[src/rtl/core/mct_pkg.sv]
// ----------------------------------------------------------------------------
// mct_pkg
// Types and constants shared by the multiset count table unit.
// ----------------------------------------------------------------------------
package mct_pkg;

    localparam int ENTRIES     = 64;
    localparam int IDX_W       = $clog2(ENTRIES);
    localparam int ELEM_W      = 32;
    localparam int CNT_W       = 16;
    localparam int OUT_CNT_W   = 16;
    localparam int TOTAL_W     = 22;
    localparam int NBEST_W     = IDX_W + 1;

    localparam logic [1:0] CMD_ADD    = 2'd0;
    localparam logic [1:0] CMD_REMOVE = 2'd1;
    localparam logic [1:0] CMD_COUNT  = 2'd2;
    localparam logic [1:0] CMD_MAXF   = 2'd3;

    localparam logic [1:0] ST_OK       = 2'd0;
    localparam logic [1:0] ST_NOTFOUND = 2'd1;
    localparam logic [1:0] ST_FULL     = 2'd2;

    typedef struct packed {
        logic [1:0]        cmd;
        logic signed [31:0] elem_value;
    } t_in_word;

    typedef struct packed {
        logic [1:0]         status;
        logic [15:0]        count;
        logic [TOTAL_W-1:0] total_elements;
        logic               is_empty;
    } t_out_word;

    typedef struct packed {
        logic [ELEM_W-1:0] value;
        logic [CNT_W-1:0]  cnt;
    } t_entry;

    // Result of one sweep over the table
    typedef struct packed {
        logic               found;
        logic [IDX_W-1:0]   found_idx;
        logic [CNT_W-1:0]   found_cnt;
        logic               free_found;
        logic [IDX_W-1:0]   free_idx;
        logic [CNT_W-1:0]   best;
        logic [NBEST_W-1:0] nbest;
    } t_scan;

endpackage

[src/rtl/core/mct_store.sv]
// ----------------------------------------------------------------------------
// mct_store
// Entry memory: value and count per entry, one write and one registered read
// port, with an occupancy flag per entry that reset clears.
// ----------------------------------------------------------------------------
module mct_store (
    input  logic                     i_clk,
    input  logic                     i_rst_n,
    input  logic                     i_rd_en,
    input  logic [mct_pkg::IDX_W-1:0] i_rd_addr,
    output mct_pkg::t_entry          o_rd_data,
    input  logic                     i_wr_en,
    input  logic [mct_pkg::IDX_W-1:0] i_wr_addr,
    input  mct_pkg::t_entry          i_wr_data
);
    import mct_pkg::*;

    t_entry             r_mem [ENTRIES];
    logic [ENTRIES-1:0] r_used;
    t_entry             r_rd_word;
    logic               r_rd_used;

    always_ff @(posedge i_clk) begin
        if (i_wr_en) begin
            r_mem[i_wr_addr] <= i_wr_data;
        end
        if (i_rd_en) begin
            r_rd_word <= r_mem[i_rd_addr];
        end
    end

    always_ff @(posedge i_clk) begin
        if (!i_rst_n) begin
            r_used    <= '0;
            r_rd_used <= 1'b0;
        end else begin
            if (i_wr_en) begin
                r_used[i_wr_addr] <= (i_wr_data.cnt != '0);
            end
            if (i_rd_en) begin
                r_rd_used <= r_used[i_rd_addr];
            end
        end
    end

    // A free entry reads as count zero
    always_comb begin
        o_rd_data.value = r_rd_word.value;
        o_rd_data.cnt   = r_rd_used ? r_rd_word.cnt : '0;
    end

endmodule

[src/rtl/core/mct_scan.sv]
// ----------------------------------------------------------------------------
// mct_scan
// Sweep accumulator: finds the matching entry, the lowest free entry, the
// highest count and how many entries share it, one entry per cycle while i_en is high.
// ----------------------------------------------------------------------------
module mct_scan (
    input  logic                      i_clk,
    input  logic                      i_clr,
    input  logic                      i_en,
    input  logic [mct_pkg::IDX_W-1:0]  i_idx,
    input  mct_pkg::t_entry           i_entry,
    input  logic [mct_pkg::ELEM_W-1:0] i_key,
    output mct_pkg::t_scan            o_scan
);
    import mct_pkg::*;

    t_scan r_scan;
    t_scan n_scan;

    always_comb begin
        n_scan = r_scan;
        if (i_clr) begin
            n_scan = '0;
        end else if (i_en) begin
            if (i_entry.cnt != '0 && i_entry.value == i_key && !r_scan.found) begin
                n_scan.found     = 1'b1;
                n_scan.found_idx = i_idx;
                n_scan.found_cnt = i_entry.cnt;
            end
            if (i_entry.cnt == '0 && !r_scan.free_found) begin
                n_scan.free_found = 1'b1;
                n_scan.free_idx   = i_idx;
            end
            if (i_entry.cnt > r_scan.best) begin
                n_scan.best  = i_entry.cnt;
                n_scan.nbest = NBEST_W'(1);
            end else if (i_entry.cnt == r_scan.best && i_entry.cnt != '0) begin
                n_scan.nbest = r_scan.nbest + NBEST_W'(1);
            end
        end
    end

    always_ff @(posedge i_clk) begin
        r_scan <= n_scan;
    end

    assign o_scan = r_scan;

endmodule

[src/rtl/core/multiset_count_table_unit.sv]
// ----------------------------------------------------------------------------
// multiset_count_table_unit
// Bounded multiset of 64 distinct values with 16-bit occurrence counts.
// ----------------------------------------------------------------------------
// One command is in flight at a time. After acceptance the unit sweeps the
// entry memory through its single read port in S_SCAN, waits out the read
// latency in S_DRAIN, updates the entry and the total in S_DECIDE, loads the
// output register in S_DONE (staying there while an earlier result still sits
// stalled in it), and takes the next command back in S_IDLE. The result then
// waits in the output register while the next command sweeps.
// Reset clears the occupancy flags at once, so no clearing pass is needed.
module multiset_count_table_unit (
    input  logic               i_clk,
    input  logic               i_rst_n,
    input  logic               i_in_valid,
    output logic               o_in_stall,
    input  mct_pkg::t_in_word  i_in_word,
    output logic               o_out_valid,
    input  logic               i_out_stall,
    output mct_pkg::t_out_word o_out_word
);
    import mct_pkg::*;

    typedef enum logic [2:0] {
        S_IDLE,
        S_SCAN,
        S_DRAIN,
        S_DECIDE,
        S_DONE
    } t_state;

    t_state             r_state;
    logic [1:0]         r_cmd;
    logic [ELEM_W-1:0]  r_key;
    logic [IDX_W-1:0]   r_addr;
    logic               r_rd_vld;
    logic [IDX_W-1:0]   r_rd_idx;
    logic [TOTAL_W-1:0] r_total;
    t_out_word          r_res;
    logic               r_out_valid;
    t_out_word          r_out_word;

    logic               in_acc;
    logic               rd_en;
    t_entry             rd_data;
    t_scan              scan;
    logic               wr_en;
    logic [IDX_W-1:0]   wr_addr;
    t_entry             wr_data;
    logic [TOTAL_W-1:0] n_total;
    t_out_word          n_res;

    assign o_in_stall = (r_state != S_IDLE);
    assign in_acc     = i_in_valid && (r_state == S_IDLE);
    assign rd_en      = (r_state == S_SCAN);

    mct_store u_store (
        .i_clk     (i_clk),
        .i_rst_n   (i_rst_n),
        .i_rd_en   (rd_en),
        .i_rd_addr (r_addr),
        .o_rd_data (rd_data),
        .i_wr_en   (wr_en),
        .i_wr_addr (wr_addr),
        .i_wr_data (wr_data)
    );

    mct_scan u_scan (
        .i_clk   (i_clk),
        .i_clr   (in_acc),
        .i_en    (r_rd_vld),
        .i_idx   (r_rd_idx),
        .i_entry (rd_data),
        .i_key   (r_key),
        .o_scan  (scan)
    );

    // Update decision once the sweep is complete
    always_comb begin
        wr_en         = 1'b0;
        wr_addr       = scan.found_idx;
        wr_data.value = r_key;
        wr_data.cnt   = scan.found_cnt;
        n_total       = r_total;
        n_res.status  = ST_OK;
        n_res.count   = '0;
        case (r_cmd)
            CMD_ADD: begin
                if (scan.found) begin
                    if (scan.found_cnt == '1) begin
                        n_res.status = ST_FULL;
                        n_res.count  = OUT_CNT_W'(scan.found_cnt);
                    end else begin
                        wr_en       = (r_state == S_DECIDE);
                        wr_data.cnt = scan.found_cnt + CNT_W'(1);
                        n_total     = r_total + TOTAL_W'(1);
                        n_res.count = OUT_CNT_W'(wr_data.cnt);
                    end
                end else if (scan.free_found) begin
                    wr_en       = (r_state == S_DECIDE);
                    wr_addr     = scan.free_idx;
                    wr_data.cnt = CNT_W'(1);
                    n_total     = r_total + TOTAL_W'(1);
                    n_res.count = OUT_CNT_W'(1);
                end else begin
                    n_res.status = ST_FULL;
                end
            end
            CMD_REMOVE: begin
                if (scan.found) begin
                    wr_en       = (r_state == S_DECIDE);
                    wr_data.cnt = scan.found_cnt - CNT_W'(1);
                    n_total     = r_total - TOTAL_W'(1);
                    n_res.count = OUT_CNT_W'(wr_data.cnt);
                end else begin
                    n_res.status = ST_NOTFOUND;
                end
            end
            CMD_COUNT: begin
                if (scan.found) begin
                    n_res.count = OUT_CNT_W'(scan.found_cnt);
                end
            end
            default: begin
                n_res.count = OUT_CNT_W'(scan.nbest);
            end
        endcase
        n_res.total_elements = n_total;
        n_res.is_empty       = (n_total == '0);
    end

    always_ff @(posedge i_clk) begin
        if (!i_rst_n) begin
            r_state     <= S_IDLE;
            r_rd_vld    <= 1'b0;
            r_total     <= '0;
            r_out_valid <= 1'b0;
        end else begin
            r_rd_vld <= rd_en;
            r_rd_idx <= r_addr;
            if (r_out_valid && !i_out_stall && r_state != S_DONE) begin
                r_out_valid <= 1'b0;
            end
            case (r_state)
                S_IDLE: begin
                    if (in_acc) begin
                        r_cmd   <= i_in_word.cmd;
                        r_key   <= ELEM_W'(i_in_word.elem_value);
                        r_addr  <= '0;
                        r_state <= S_SCAN;
                    end
                end
                S_SCAN: begin
                    r_addr <= r_addr + IDX_W'(1);
                    if (r_addr == IDX_W'(ENTRIES - 1)) begin
                        r_state <= S_DRAIN;
                    end
                end
                S_DRAIN: begin
                    r_state <= S_DECIDE;
                end
                S_DECIDE: begin
                    r_total <= n_total;
                    r_res   <= n_res;
                    r_state <= S_DONE;
                end
                S_DONE: begin
                    // hold the result until the output register frees up
                    if (!r_out_valid || !i_out_stall) begin
                        r_out_word  <= r_res;
                        r_out_valid <= 1'b1;
                        r_state     <= S_IDLE;
                    end
                end
                default: begin
                    r_state <= S_IDLE;
                end
            endcase
        end
    end

    assign o_out_valid = r_out_valid;
    assign o_out_word  = r_out_word;

endmodule

[config.mk]
export PLATFORM = sky130hd
export DESIGN_NAME = multiset_count_table_unit
export DESIGN_NICKNAME = d
export VERILOG_FILES = /design/src/rtl/core/mct_pkg.sv /design/src/rtl/core/mct_store.sv /design/src/rtl/core/mct_scan.sv /design/src/rtl/core/multiset_count_table_unit.sv
export SDC_FILE = /design/constraint.sdc
export NUM_CORES = 2
export LEC_CHECK = 0
export BUFFER_PORTS_ARGS = -buffer_cell sky130_fd_sc_hd__buf_2
export CORE_MARGIN = 3
export CORE_UTILIZATION = 50
export CTS_CLUSTER_SIZE = 12
export DETAILED_ROUTE_END_ITERATION = 7
export HOLD_SLACK_MARGIN = 0.15
export PLACE_DENSITY = 0.64
export SLEW_MARGIN = 10
export SYNTH_ARGS = -nofsm -noshare
export SYNTH_HDL_FRONTEND = slang
export SYNTH_SLANG_ARGS = --single-unit
[constraint.sdc]
create_clock -name i_clk -period 5.3 [get_ports i_clk]
set_input_delay 0.53 -clock i_clk [delete_from_list [all_inputs] [get_ports i_clk]]
set_output_delay 0.53 -clock i_clk [all_outputs]
set_load 0.1 [all_outputs]
==> reports/results.tsv <==
stage	metric	value	unit
grt	antenna_found_initial	12	
cts	htreeDepth	5	
worst_setup_path	critPathKind	reg -> reg	
sta	fin_crit	4.47	ns
layout	multi_input_area	30000	µm²
logic_synthesis	synth_edf_count	3248	
floorplanning	die_h	518	µm
power	peakVddDrop	0.378	mV
worst_setup_path	worstPathArrival	5.28	ns
logic_synthesis	ys_seq_elements	3393	
power	powerDensity	366	nW/µm²
drt	ant_nets	0	
sta	report.final.slew_viol_count	0	
logic_synthesis	syn_area	131000	µm²
hold_path	min_path_cells	2	
sta	slew_headroom	17.3	%
logic_synthesis	synth_ff_type	edfxtp_1	
layout	drive_gt1_share	29.8	%
logic_synthesis	yosysUniqueCellTypes	80	
sta	max_clock_freq	224	MHz
layout	final_common_cell	edfxtp_1	
grt	first_global_vias	63600	
floorplanning	core-area	260000	µm²
cts	clk_path_buf_depth	4	
logic_synthesis	synthTopCellsByArea	edfxtp_1, mux4_2, dfxtp_1	
worst_setup_path	endpoint_kind	flip-flop	
floorplanning	ioPinCount	81	
sta	fin_setup_tns	0	ns
layout	final_cell_mix	edfxtp_1, mux4_2, clkbuf_16, buf_4, dfxtp_1	
drt	drtIter0Drc	7409	
hold_path	whs_endpoint	r_key[13]	
drt	totalWireLength	331	mm
hold_path	hp-class	in -> reg	
worst_setup_path	r2r_start	u_scan.o_scan[30]	
drt	via_count	62700	
drt	wire_per_inst	33.5	µm
floorplanning	die-area	269000	µm²
cts	clockRootBuffer	clkbuf_16	
layout	n_fill_cell	18600	
sta	holdWs	0.284	ns
flow_run	cap_violations	0	
hold_path	hp-start	i_in_word[13]	
placed_design	gp_congestion	0.869	
worst_setup_path	critPathSlowestCell	nor4_2	
worst_setup_path	cp.required	6.11	ns
placed_design	io_buffers	80	
logic_synthesis	synth_cells	5735	
cts	clock_latency	0.97	ns
cts	cts_tree	done	
sta	timing.final.crit_share	84.4	%
worst_setup_path	crit_buf_inv	2	
sta	hold_viol	0	
logic_synthesis	synth_nets	5797	
worst_setup_path	ff2ff_path_depth	11	
grt	grtUsageTotal	24.7	%
cts	cts_buffers	360	
sta	setup_viol	0	
floorplanning	fp-row-count	187	
power	total_power	0.0546	W
placed_design	placed_cells	9249	
drt	drcViolationCount	0	
placed_design	dp_hpwl	190	mm
layout	stdcell_count	9863	
logic_synthesis	syn_avg_cell_area	22.9	µm²
logic_synthesis	ys_seq_area_share	76.5	%
layout	area_delta_synth_final	13.5	%
grt	grt_pass1_wl	475	mm
sta	grt_setup_unrepaired	no	
logic_synthesis	synth-async-reset-ratio	0	%
sta	worstMarginPinSlew	1.24	ns
cts	clkSinkCount	3393	
worst_setup_path	crit_top_cell	buf_4	
floorplanning	die_w	518	µm
grt	overflow	0	
worst_setup_path	start_kind	flip-flop	
logic_synthesis	synth_top_area_share	74.3	%
drt	drt-vias-per-instance	6.35	
grt	grt_max_degree	114	
power	power_leakage	46.5	nW
drt	drt_first_pass_iters	7	
logic_synthesis	ys.warnings.count	0	
cts	clkSlewWorstSetupHoldPaths	0.06	ns
status	outcome	finished, final reports clean	
worst_setup_path	path_cells	buf_4 > ha_1 > nand3_1 > nor4_2 > buf_4 > a21oi_1 > a221oi_1 > o22ai_1 > nor4_4 > nand3_4 > o311a_1	
worst_setup_path	max_stage_delay	0.84	ns
layout	finish.utilization	57.2	%
layout	regArea	100000	µm²
logic_synthesis	synth_top_area_cell	edfxtp_1	
layout	layout.nets	6215	
worst_setup_path	reg2reg_to	u_store.r_used[45]	
worst_setup_path	r2r_setup_slack	0.83	ns
cts	cts_setup_buffers	0	
worst_setup_path	cp_max_fo	32	
floorplanning	start_util	50.4	%
sta	clock_skew	0.0712	ns
worst_setup_path	cpLargestDelayFamily	simple AND/OR/NAND/NOR gates	
## per-stage QoR
step | area (µm²) | setup WS, ns
final | 149000 | 0.829
after global routing | 149000 | 0.578
after CTS | 149000 | 0.859
after detailed placement | 138000 | 0.890
after global placement | 138000 | 1.00
after floorplan | 131000 | 0.295
## worst max-delay path by stage
stage / startpoint / endpoint / slack, ns / cells after the start
global placement: u_scan.o_scan[30] / u_store.r_used[31] / 1.0 / 11
floorplan: u_scan.o_scan[30] / u_store.r_mem[0][1] / 0.30 / 7
detailed placement: u_scan.o_scan[30] / u_store.r_used[29] / 0.89 / 11
finish: u_scan.o_scan[30] / u_store.r_used[45] / 0.83 / 11
CTS: u_scan.o_scan[30] / u_store.r_used[61] / 0.86 / 11
global route: u_scan.o_scan[37] / u_store.r_used[45] / 0.58 / 9
## registers in the layout, indices dropped and copies added (netlist names), 16 cells and up
name,count
u_scan.o_scan,53
u_store.o_rd_data,32
u_store.r_rd_word,16
u_store.r_used,64
r_key,32
r_total,22
o_out_word,41
r_res,41
u_store.r_mem,3072
## worst register-to-register path: cells and delay by family, from the launching register on
| kind | cells | cell delay, ns |
|---|---|---|
| compound gates | 4 | 1.51 |
| fa+ha+maj | 1 | 0.24 |
| flops | 1 | 0.31 |
| simple gates | 4 | 1.75 |
| buf+inv | 2 | 0.50 |
## cell type report
class,instances,share of cell area (%)
timing repair buffer,388,2.60
clock buffer,472,6.43
antenna,1,0.00168
multi-input combinational,1975,20.1
clock inverter,103,0.367
inverter,35,0.0899
tap,3496,2.94
sequential,3393,67.4
## kinds of logic after synthesis
kind of cell / Yosys count / share of synthesized area [%]
compound gates: 315 / 1.78
simple gates: 492 / 1.88
buf+inv: 367 / 1.07
fa+ha+maj: 24 / 0.229
mux: 1084 / 18.1
flops: 3393 / 76.5
xor+xnor: 60 / 0.400
## per-layer routing
layer	vias to the layer above	share of wire, %	wire (µm)	global-route usage [%]
met4	4	3.1	10300	7.56
met2	2833	49	162000	39.6
li1	25300	-	-	-
met1	34000	40	132000	34.8
met5	-	0.010	34	0
met3	474	7.9	26000	4.69
## where the power goes
group	switching, W	internal (W)	total, W
sequential	0.0000705	0.0292	0.0293
combinational	0.00159	0.00136	0.00295
clock	0.00966	0.0127	0.0223
## cells in the mapped netlist (7+ instances only)
cell      instances
mux2i_1          50
a21oi_1          27
or4_1             7
or3_1            13
o311a_1          32
nand2b_1         10
xnor2_1          35
a31oi_1          10
mux4_2         1030
a211oi_1          7
o21ai_0          64
dfxtp_1         145
xor2_1           25
clkbuf_1        241
ha_1             24
and2_1           30
a21boi_0         16
nand3_1          29
nor4_1           20
o22ai_1           7
nand2_1          90
buf_1            84
a41oi_1          35
nand4_1          22
nand3b_1          9
edfxtp_1       3248
nor2_1          172
o31ai_1           7
o21bai_1         34
a21o_1           16
inv_1            34
and3_1           18
nor3_1           33
## timing repair
action / 4_1_cts / 5_1_grt
endpoints found under the hold margin: 63 / 0
hold buffers: 37 / 0
resized for setup: 0 / 0
Power figures use the tool's default switching activity.
